==> config.mk <==
export PLATFORM = sky130hd
export DESIGN_NAME = rolling_window_hash_core
export DESIGN_NICKNAME = d
export VERILOG_FILES = /design/src/design/rwh_pkg.sv /design/src/design/rwh_ram.sv /design/src/design/rwh_mulmod.sv /design/src/design/rolling_window_hash_core.sv
export SDC_FILE = /design/constraint.sdc
export NUM_CORES = 2
export LEC_CHECK = 0
export BUFFER_PORTS_ARGS = -buffer_cell sky130_fd_sc_hd__buf_2
export CAP_MARGIN = 20
export CORE_UTILIZATION = 59
export DETAILED_ROUTE_END_ITERATION = 10
export GPL_ROUTABILITY_DRIVEN = 0
export MAX_ROUTING_LAYER = met4
export PLACE_DENSITY_LB_ADDON = 0.25
export SYNTH_ARGS = -nofsm -noshare
export SYNTH_HDL_FRONTEND = slang
export SYNTH_SLANG_ARGS = --single-unit
==> constraint.sdc <==
create_clock -name clk -period 9.8 [get_ports clk]
set_input_delay 0.49 -clock clk [delete_from_list [all_inputs] [get_ports clk]]
set_output_delay 0.49 -clock clk [all_outputs]
set_load 0.03 [all_outputs]
==> src/design/rwh_pkg.sv <==
package rwh_pkg;

    localparam int WINDOW_MAX  = 64;
    localparam int PTR_W       = (WINDOW_MAX > 1) ? $clog2(WINDOW_MAX) : 1;
    localparam int FILL_W      = $clog2(WINDOW_MAX + 1);

    localparam int BYTE_W      = 8;
    localparam int HASH_W      = 31;
    localparam int LEN_FIELD_W = 7;
    localparam int CFG_W       = 31;
    localparam int CFG_IDX_W   = 2;
    localparam int LCMP_W      = (FILL_W > LEN_FIELD_W) ? FILL_W : LEN_FIELD_W;

    // shared multiply and reduce unit: 64-bit accumulator, two bits per step
    localparam int MM_PROD_W   = 2 * HASH_W;
    localparam int MM_ACC_W    = 64;
    localparam int MM_STEPS    = MM_ACC_W / 2;
    localparam int MM_CNT_W    = $clog2(MM_STEPS);

    localparam logic [HASH_W-1:0] BASE_RESET    = HASH_W'(256);
    localparam logic [HASH_W-1:0] MODULUS_RESET = HASH_W'(1000000007);
    localparam logic [LEN_FIELD_W-1:0] LENGTH_RESET = LEN_FIELD_W'(64);

    localparam logic [CFG_IDX_W-1:0] CFG_HASH_BASE     = CFG_IDX_W'(0);
    localparam logic [CFG_IDX_W-1:0] CFG_HASH_MODULUS  = CFG_IDX_W'(1);
    localparam logic [CFG_IDX_W-1:0] CFG_WINDOW_LENGTH = CFG_IDX_W'(2);

    typedef struct packed {
        logic [BYTE_W-1:0] data_byte;
        logic              start_of_string;
    } in_item_t;

    typedef struct packed {
        logic [HASH_W-1:0] window_hash;
        logic              window_full;
    } out_item_t;

    // operands of one (x * y + c) mod m operation
    typedef struct packed {
        logic [HASH_W-1:0] x;
        logic [HASH_W-1:0] y;
        logic [HASH_W-1:0] c;
        logic [HASH_W-1:0] m;
    } mm_req_t;

    function automatic logic [HASH_W-1:0] eff_modulus(input logic [HASH_W-1:0] m);
        if (m < HASH_W'(2))
            return HASH_W'(2);
        else
            return m;
    endfunction

    function automatic logic [FILL_W-1:0] eff_len(input logic [LEN_FIELD_W-1:0] wl);
        logic [LCMP_W-1:0] wl_x;
        wl_x = LCMP_W'(wl);
        if (wl == '0)
            return FILL_W'(1);
        else if (wl_x > LCMP_W'(WINDOW_MAX))
            return FILL_W'(WINDOW_MAX);
        else
            return FILL_W'(wl);
    endfunction

endpackage

==> src/design/rwh_ram.sv <==
module rwh_ram #(
    parameter int WIDTH = 8,
    parameter int DEPTH = 64
) (
    input  logic                                      clk,
    input  logic                                      we,
    input  logic [((DEPTH > 1) ? $clog2(DEPTH) : 1)-1:0] waddr,
    input  logic [WIDTH-1:0]                          wdata,
    input  logic [((DEPTH > 1) ? $clog2(DEPTH) : 1)-1:0] raddr,
    output logic [WIDTH-1:0]                          rdata
);

    logic [WIDTH-1:0] mem [DEPTH];
    logic [WIDTH-1:0] rdata_reg;

    always_ff @(posedge clk)
    begin
        if (we)
        begin
            mem[waddr] <= wdata;
        end
        rdata_reg <= mem[raddr];
    end

    assign rdata = rdata_reg;

endmodule

==> src/design/rwh_mulmod.sv <==
module rwh_mulmod
    import rwh_pkg::*;
(
    input  logic              clk,
    input  logic              rst_n,
    input  logic              start,
    input  mm_req_t           req,
    output logic              done,
    output logic [HASH_W-1:0] result
);

    typedef enum logic [2:0] {
        U_IDLE = 3'b001,
        U_ADD  = 3'b010,
        U_RED  = 3'b100
    } mm_state_t;

    mm_state_t state_reg, state_next;
    logic [MM_CNT_W-1:0]  cnt_reg, cnt_next;
    logic                 done_reg, done_next;
    logic [MM_PROD_W-1:0] prod_reg, prod_next;
    logic [HASH_W-1:0]    c_reg, c_next;
    logic [HASH_W-1:0]    m_reg, m_next;
    logic [HASH_W:0]      m2_reg, m2_next;
    logic [HASH_W+1:0]    m3_reg, m3_next;
    logic [MM_ACC_W-1:0]  acc_reg, acc_next;
    logic [HASH_W-1:0]    rem_reg, rem_next;

    logic [HASH_W+1:0] v;
    logic [HASH_W+2:0] d1, d2, d3;

    // radix-4 restoring step: remainder stays below m, 4r + digit below 4m
    assign v  = {rem_reg, acc_reg[MM_ACC_W-1 -: 2]};
    assign d1 = {1'b0, v} - (HASH_W+3)'(m_reg);
    assign d2 = {1'b0, v} - (HASH_W+3)'(m2_reg);
    assign d3 = {1'b0, v} - (HASH_W+3)'(m3_reg);

    always_comb
    begin
        state_next = state_reg;
        cnt_next   = cnt_reg;
        done_next  = 1'b0;
        prod_next  = prod_reg;
        c_next     = c_reg;
        m_next     = m_reg;
        m2_next    = m2_reg;
        m3_next    = m3_reg;
        acc_next   = acc_reg;
        rem_next   = rem_reg;
        unique case (state_reg)
            U_IDLE:
            begin
                if (start)
                begin
                    prod_next  = MM_PROD_W'(req.x) * MM_PROD_W'(req.y);
                    c_next     = req.c;
                    m_next     = req.m;
                    state_next = U_ADD;
                end
            end
            U_ADD:
            begin
                acc_next   = MM_ACC_W'(prod_reg) + MM_ACC_W'(c_reg);
                m2_next    = {m_reg, 1'b0};
                m3_next    = (HASH_W+2)'({m_reg, 1'b0}) + (HASH_W+2)'(m_reg);
                rem_next   = '0;
                cnt_next   = '0;
                state_next = U_RED;
            end
            U_RED:
            begin
                priority if (!d3[HASH_W+2])
                    rem_next = HASH_W'(d3);
                else if (!d2[HASH_W+2])
                    rem_next = HASH_W'(d2);
                else if (!d1[HASH_W+2])
                    rem_next = HASH_W'(d1);
                else
                    rem_next = HASH_W'(v);
                acc_next = acc_reg << 2;
                cnt_next = cnt_reg + MM_CNT_W'(1);
                if (cnt_reg == MM_CNT_W'(MM_STEPS - 1))
                begin
                    done_next  = 1'b1;
                    state_next = U_IDLE;
                end
            end
            default:
            begin
                state_next = U_IDLE;
            end
        endcase
    end

    always_ff @(posedge clk or negedge rst_n)
    begin
        if (!rst_n)
        begin
            state_reg <= U_IDLE;
            cnt_reg   <= '0;
            done_reg  <= 1'b0;
        end
        else
        begin
            state_reg <= state_next;
            cnt_reg   <= cnt_next;
            done_reg  <= done_next;
        end
    end

    always_ff @(posedge clk)
    begin
        prod_reg <= prod_next;
        c_reg    <= c_next;
        m_reg    <= m_next;
        m2_reg   <= m2_next;
        m3_reg   <= m3_next;
        acc_reg  <= acc_next;
        rem_reg  <= rem_next;
    end

    assign done   = done_reg;
    assign result = rem_reg;

endmodule

==> src/design/rolling_window_hash_core.sv <==
// channel   direction  handshake              payload
// in        input      in_valid / in_stall    in_data  (data_byte, start_of_string)
// out       output     out_valid / out_stall  out_data (window_hash, window_full)
// cfg       input      cfg_wr_en              cfg_index, cfg_data
//
// each item goes through one shared (x*y + c) mod m unit
// first byte of a string: one operation
// later bytes: two dependent operations, whether or not the window is full; in_stall is high meanwhile
// after reset or any register write the first item adds one operation to reduce the base
// a finished result waits in the output register; the next item is taken meanwhile
// rst_n clears all control state and loads the register reset values
module rolling_window_hash_core
    import rwh_pkg::*;
(
    input  logic                 clk,
    input  logic                 rst_n,
    input  logic                 in_valid,
    output logic                 in_stall,
    input  in_item_t             in_data,
    output logic                 out_valid,
    input  logic                 out_stall,
    output out_item_t            out_data,
    input  logic                 cfg_wr_en,
    input  logic [CFG_IDX_W-1:0] cfg_index,
    input  logic [CFG_W-1:0]     cfg_data
);

    typedef enum logic [8:0] {
        S_IDLE = 9'b000000001,
        S_PREP = 9'b000000010,
        S_BASE = 9'b000000100,
        S_SUB  = 9'b000001000,
        S_TSUB = 9'b000010000,
        S_ROLL = 9'b000100000,
        S_POW  = 9'b001000000,
        S_HORN = 9'b010000000,
        S_FIN  = 9'b100000000
    } seq_state_t;

    seq_state_t state_reg, state_next;

    logic [HASH_W-1:0]      base_cfg_reg, base_cfg_next;
    logic [HASH_W-1:0]      mod_cfg_reg, mod_cfg_next;
    logic [LEN_FIELD_W-1:0] len_cfg_reg, len_cfg_next;
    logic [PTR_W-1:0]       ptr_reg, ptr_next;
    logic [FILL_W-1:0]      fill_reg, fill_next;
    logic [HASH_W-1:0]      hash_reg, hash_next;
    logic [HASH_W-1:0]      pow_reg, pow_next;
    logic                   base_ok_reg, base_ok_next;
    logic                   out_valid_reg, out_valid_next;

    logic [HASH_W-1:0]      base_r_reg, base_r_next;
    logic [BYTE_W-1:0]      byte_reg, byte_next;
    logic [HASH_W-1:0]      t_reg, t_next;
    out_item_t              out_data_reg, out_data_next;

    logic [HASH_W-1:0] m_eff;
    logic [FILL_W-1:0] len_eff;
    logic              full;
    logic              cfg_hit;
    logic              issue_first;
    logic [HASH_W-1:0] base_sel;
    logic [HASH_W:0]   t_sum;
    logic [FILL_W-1:0] ptr_inc;

    logic              mm_start;
    mm_req_t           mm_req;
    logic              mm_done;
    logic [HASH_W-1:0] mm_result;

    logic              ram_we;
    logic [BYTE_W-1:0] ram_rdata;

    assign m_eff    = eff_modulus(mod_cfg_reg);
    assign len_eff  = eff_len(len_cfg_reg);
    assign full     = (fill_reg >= len_eff);
    assign cfg_hit  = cfg_wr_en && ((cfg_index == CFG_HASH_BASE) ||
                      (cfg_index == CFG_HASH_MODULUS) || (cfg_index == CFG_WINDOW_LENGTH));
    assign base_sel = base_ok_reg ? base_r_reg : mm_result;
    // h + m - sub lies in 1..2m-1
    assign t_sum    = (HASH_W+1)'(hash_reg) + (HASH_W+1)'(m_eff) - (HASH_W+1)'(mm_result);
    assign ptr_inc  = FILL_W'(ptr_reg) + FILL_W'(1);

    always_comb
    begin
        state_next     = state_reg;
        base_cfg_next  = base_cfg_reg;
        mod_cfg_next   = mod_cfg_reg;
        len_cfg_next   = len_cfg_reg;
        ptr_next       = ptr_reg;
        fill_next      = fill_reg;
        hash_next      = hash_reg;
        pow_next       = pow_reg;
        base_ok_next   = base_ok_reg;
        base_r_next    = base_r_reg;
        byte_next      = byte_reg;
        t_next         = t_reg;
        out_valid_next = out_valid_reg && out_stall;
        out_data_next  = out_data_reg;
        issue_first    = 1'b0;
        mm_start       = 1'b0;
        mm_req.x       = hash_reg;
        mm_req.y       = base_r_reg;
        mm_req.c       = HASH_W'(byte_reg);
        mm_req.m       = m_eff;
        ram_we         = 1'b0;

        unique case (state_reg)
            S_IDLE:
            begin
                if (in_valid)
                begin
                    byte_next = in_data.data_byte;
                    if (in_data.start_of_string)
                    begin
                        ptr_next  = '0;
                        fill_next = '0;
                        hash_next = '0;
                        pow_next  = HASH_W'(1);
                    end
                    state_next = S_PREP;
                end
            end
            S_PREP:
            begin
                if (base_ok_reg)
                begin
                    issue_first = 1'b1;
                end
                else
                begin
                    // base mod m, kept until the next register write
                    mm_start   = 1'b1;
                    mm_req.x   = base_cfg_reg;
                    mm_req.y   = HASH_W'(1);
                    mm_req.c   = '0;
                    state_next = S_BASE;
                end
            end
            S_BASE:
            begin
                if (mm_done)
                begin
                    base_r_next  = mm_result;
                    base_ok_next = 1'b1;
                    issue_first  = 1'b1;
                end
            end
            S_SUB:
            begin
                if (mm_done)
                begin
                    if (t_sum >= (HASH_W+1)'(m_eff))
                        t_next = HASH_W'(t_sum - (HASH_W+1)'(m_eff));
                    else
                        t_next = HASH_W'(t_sum);
                    state_next = S_TSUB;
                end
            end
            S_TSUB:
            begin
                mm_start   = 1'b1;
                mm_req.x   = t_reg;
                state_next = S_ROLL;
            end
            S_ROLL:
            begin
                if (mm_done)
                begin
                    hash_next  = mm_result;
                    state_next = S_FIN;
                end
            end
            S_POW:
            begin
                if (mm_done)
                begin
                    pow_next   = mm_result;
                    mm_start   = 1'b1;
                    state_next = S_HORN;
                end
            end
            S_HORN:
            begin
                if (mm_done)
                begin
                    hash_next  = mm_result;
                    fill_next  = fill_reg + FILL_W'(1);
                    state_next = S_FIN;
                end
            end
            S_FIN:
            begin
                if (!out_valid_reg || !out_stall)
                begin
                    out_valid_next            = 1'b1;
                    out_data_next.window_hash = hash_reg;
                    out_data_next.window_full = full;
                    ram_we                    = 1'b1;
                    ptr_next   = (ptr_inc >= len_eff) ? '0 : PTR_W'(ptr_inc);
                    state_next = S_IDLE;
                end
            end
            default:
            begin
                state_next = S_IDLE;
            end
        endcase

        if (issue_first)
        begin
            mm_start = 1'b1;
            priority if (full)
            begin
                // remove the outgoing byte times the power
                mm_req.x   = HASH_W'(ram_rdata);
                mm_req.y   = pow_reg;
                mm_req.c   = '0;
                state_next = S_SUB;
            end
            else if (fill_reg != '0)
            begin
                mm_req.x   = pow_reg;
                mm_req.y   = base_sel;
                mm_req.c   = '0;
                state_next = S_POW;
            end
            else
            begin
                mm_req.y   = base_sel;
                state_next = S_HORN;
            end
        end

        // register writes must come only while idle (not enforced); any of them restarts the string
        if (cfg_hit)
        begin
            unique case (cfg_index)
                CFG_HASH_BASE:     base_cfg_next = cfg_data;
                CFG_HASH_MODULUS:  mod_cfg_next  = cfg_data;
                CFG_WINDOW_LENGTH: len_cfg_next  = cfg_data[LEN_FIELD_W-1:0];
                default:           base_cfg_next = base_cfg_reg;
            endcase
            ptr_next     = '0;
            fill_next    = '0;
            hash_next    = '0;
            pow_next     = HASH_W'(1);
            base_ok_next = 1'b0;
        end
    end

    always_ff @(posedge clk or negedge rst_n)
    begin
        if (!rst_n)
        begin
            state_reg     <= S_IDLE;
            base_cfg_reg  <= BASE_RESET;
            mod_cfg_reg   <= MODULUS_RESET;
            len_cfg_reg   <= LENGTH_RESET;
            ptr_reg       <= '0;
            fill_reg      <= '0;
            hash_reg      <= '0;
            pow_reg       <= HASH_W'(1);
            base_ok_reg   <= 1'b0;
            out_valid_reg <= 1'b0;
        end
        else
        begin
            state_reg     <= state_next;
            base_cfg_reg  <= base_cfg_next;
            mod_cfg_reg   <= mod_cfg_next;
            len_cfg_reg   <= len_cfg_next;
            ptr_reg       <= ptr_next;
            fill_reg      <= fill_next;
            hash_reg      <= hash_next;
            pow_reg       <= pow_next;
            base_ok_reg   <= base_ok_next;
            out_valid_reg <= out_valid_next;
        end
    end

    always_ff @(posedge clk)
    begin
        base_r_reg   <= base_r_next;
        byte_reg     <= byte_next;
        t_reg        <= t_next;
        out_data_reg <= out_data_next;
    end

    rwh_mulmod u_mulmod (
        .clk    (clk),
        .rst_n  (rst_n),
        .start  (mm_start),
        .req    (mm_req),
        .done   (mm_done),
        .result (mm_result)
    );

    // read port follows the ring pointer; the outgoing byte sits at the write slot
    rwh_ram #(
        .WIDTH (BYTE_W),
        .DEPTH (WINDOW_MAX)
    ) u_ring (
        .clk   (clk),
        .we    (ram_we),
        .waddr (ptr_reg),
        .wdata (byte_reg),
        .raddr (ptr_reg),
        .rdata (ram_rdata)
    );

    assign in_stall  = (state_reg != S_IDLE);
    assign out_valid = out_valid_reg;
    assign out_data  = out_data_reg;

endmodule

==> results.sh <==
export IMPL_r2r_worst_path_cells=41
export IMPL_clk_path_buf_depth=3
export IMPL_dr_pass1_iters=8
export IMPL_crit_path_frequent_cell="fa_1"
export IMPL_dp_cells=10000
export IMPL_clkTransAtPathRegs_ns=0.07
export IMPL_die_x_um=377
export IMPL_cts_tree="done"
export IMPL_yosysTopAreaCell="edfxtp_1"
export IMPL_grt_overflow_total=0
export IMPL_path_max_fanout=7
export IMPL_peakVddDrop_v=0.000283
export IMPL_yosys_area_top_type_share=0.317
export IMPL_fin_cells=10300
export IMPL_initial_core_util=0.594
export IMPL_drive_gt1_frac=0.166
export IMPL_die_area_mm2=0.142
export IMPL_post_route_period_util=1.07
export IMPL_ant_nets=0
export IMPL_drt_wl_total_um=256000
export IMPL_crit_path_start_kind="register"
export IMPL_syn_avg_cell_area_um2=10.6
export IMPL_synthTopCellsByArea="edfxtp_1 32%, fa_1 21%, ha_1 7.1%"
export IMPL_core_mm2=0.139
export IMPL_synth_fp_nets=9213
export IMPL_dp_hpwl_um=191000
export IMPL_portBuffers=80
export IMPL_critPathKind="register to register"
export IMPL_drv_slew=0
export IMPL_arrival_ns=10.92
export IMPL_grt_pass1_vias=64000
export IMPL_critical_path_slowest_cell="fa_1"
export IMPL_syn_area_mm2=0.0828
export IMPL_ys_seq_area_frac=0.369
export IMPL_clkSinkCount=1045
export IMPL_holdPathStages=2
export IMPL_finalSetupViolations=33
export IMPL_yosys_warnings=0
export IMPL_vias=64500
export IMPL_largest_reg_flops=512
export IMPL_worst_pin_slew_ns=1.09
export IMPL_viasPerCell=6.23
export IMPL_cts_made_buffers=104
export IMPL_cts_root_buf="clkbuf_16"
export IMPL_fillers=9961
export IMPL_die_h_um=377
export IMPL_critPathCaptureType="register"
export IMPL_failed_checks="setup timing"
export IMPL_grt_pass1_wl_um=381000
export IMPL_fin_ws_ns=-0.642
export IMPL_finClkSkew_ns=0.0963
export IMPL_holdCritPathClass="input pin to register"
export IMPL_power_leakage_uw=0.0412
export IMPL_syn2layout_area_growth_pct=15.5
export IMPL_track_usage=0.368
export IMPL_fin_crit_ns=10.44
export IMPL_grt_max_degree=111
export IMPL_wl_per_cell_um=24.8
export IMPL_drt_iter0_markers=7246
export IMPL_antenna_found_initial=3
export IMPL_finalHoldWorstSlack_ns=0.0447
export IMPL_yosys_most_used_dff="edfxtp_1"
export IMPL_row_count=137
export IMPL_rsz0062_at_grt="true"
export IMPL_max_stage_delay_ns=0.64
export IMPL_nets=9768
export IMPL_power_density_mw_per_mm2=215
export IMPL_async_flop_share=0.157
export IMPL_ys_ff_latch=1045
export IMPL_required_ns=10.28
export IMPL_synth_cells=7821
export IMPL_synth_distinct_cells=99
export IMPL_finalHoldViolations=0
export IMPL_status="complete, but fails checks"
export IMPL_clk_latency_ns=0.78
export IMPL_relSlewSlack=0.276
export IMPL_maxCapViolCount=0
export IMPL_fmax_ghz=0.0958
export IMPL_io_pins=81
export IMPL_htree_levels=3
export IMPL_drcViolationCount=0
export IMPL_synth_edf_count=873
-- cells in the final DEF, fill, tap and decap left out, types with 123 or more instances in the layout --
cell	n
nor2_1	705
ha_1	459
a21o_1	123
o21ai_0	208
xnor2_1	169
nand2_1	824
a21oi_1	243
a22oi_1	199
dfrtp_1	143
mux2_2	136
inv_1	1080
fa_1	853
edfxtp_1	873
buf_4	605
-- cells in the mapped netlist (all sizes together), types with 13 or more instances --
library cell and instances:
inv 1092, fa 874, edfxtp 873, nand2 828, nor2 743, ha 471, a21oi 272, clkbuf 268
o21ai 248, a22oi 209, xnor2 173, dfrtp 143, mux2 141, a21o 124, buf 120, a22o 108
nand3 86, xor2 82, a31oi 74, a221oi 65, nand2b 65, o21a 56, nor3 55, and3 52
mux2i 50, nand4 48, and2 44, a211oi 37, nor4 36, nor2b 35, o21bai 32, o31ai 27
o22ai 23, dfstp 21, nor3b 20, o211ai 18, or2 15, or3 15, a21boi 13
-- report_power, final --
part	switching (µW)	total [µW]	internal, µW
clock network	1810	4040	2230
logic	6230	10900	4670
registers	210	5640	5430
total	8250	20600	12300
-- kinds of logic after synthesis --
group | share of synthesized area
simple gates | 0.110
buf+inv | 0.0687
mux | 0.0253
flops | 0.369
fa+ha+maj | 0.283
compound gates | 0.118
xor+xnor | 0.0270
-- routing by layer --
metal  vias to the layer above  share of wire  track usage  wire length (µm)
met3                      1023           0.11       0.0760             29000
met5                         -              0            -                 0
met2                      4063           0.45        0.557            116000
met1                     31700           0.36        0.465             93500
li1                      27600              -            -                 -
met4                         0          0.071        0.201             18100
-- metrics by stage --
step / total power [µW] / setup WS (ns) / area, µm² / util / setup TNS, ns
after detailed placement: 15600 / -1.20 / 89700 / 0.644 / -20.31
after floorplan: 11700 / 0.0119 / 82900 / - / 0
after CTS: 19900 / -0.660 / 94300 / 0.677 / -14.11
final: 20600 / -0.642 / 95600 / 0.686 / -11.96
after global placement: 15300 / -1.10 / 89700 / 0.644 / -17.82
after global routing: 21600 / -0.915 / 95600 / 0.686 / -22.90
-- worst paths after layout --
kind	start	end	slack (ns)
max	len_cfg_reg[2]$_DFFE_PN0P_	u_mulmod.prod_reg[61]$_DFFE_PP_	-0.64
min	cfg_data[0]	base_cfg_reg[0]$_DFFE_PN0P_	0.04
max reg2reg	len_cfg_reg[2]$_DFFE_PN0P_	u_mulmod.prod_reg[61]$_DFFE_PP_	-0.64
min reg2reg	hash_reg[6]$_DFFE_PN0P_	out_data[7]$_DFFE_PP_	0.50
max in group asynchronous	rst_n	u_mulmod.cnt_reg[0]$_DFFE_PN0P_	8.30
min in group asynchronous	rst_n	base_cfg_reg[15]$_DFFE_PN0P_	0.20
-- worst max-delay path: cells and delay by family, from the launching register on --
kind / cells / cell delay, ns
adders and majority gates: 10 / 4.45
DFF: 1 / 0.39
muxes: 1 / 0.10
xor gates and xnor gates: 1 / 0.13
and+or+nand+nor: 7 / 1.37
buffers and inverters: 8 / 1.03
AOI/OAI and AO/OA: 14 / 2.69
-- layout make-up --
cell class	instances	area [µm²]	share of cell area
diodes	6	15.0	0.000157
clock buffers	132	2760	0.0288
clock inverters	64	696	0.00727
inverters	1092	4110	0.0429
multi-input cells	5296	47900	0.501
flip-flops and latches	1045	30500	0.319
well taps	1876	2350	0.0245
repair buffers	837	7340	0.0767
-- timing repair --
item,CTS,global route
hold buffers,36,0
pin swaps,29,81
gates resized for setup,79,201
buffers inserted,35,44
cloned,4,5
setup endpoints to repair,38,46
hold endpoints to repair,101,0
Power figures use the tool's default switching activity.
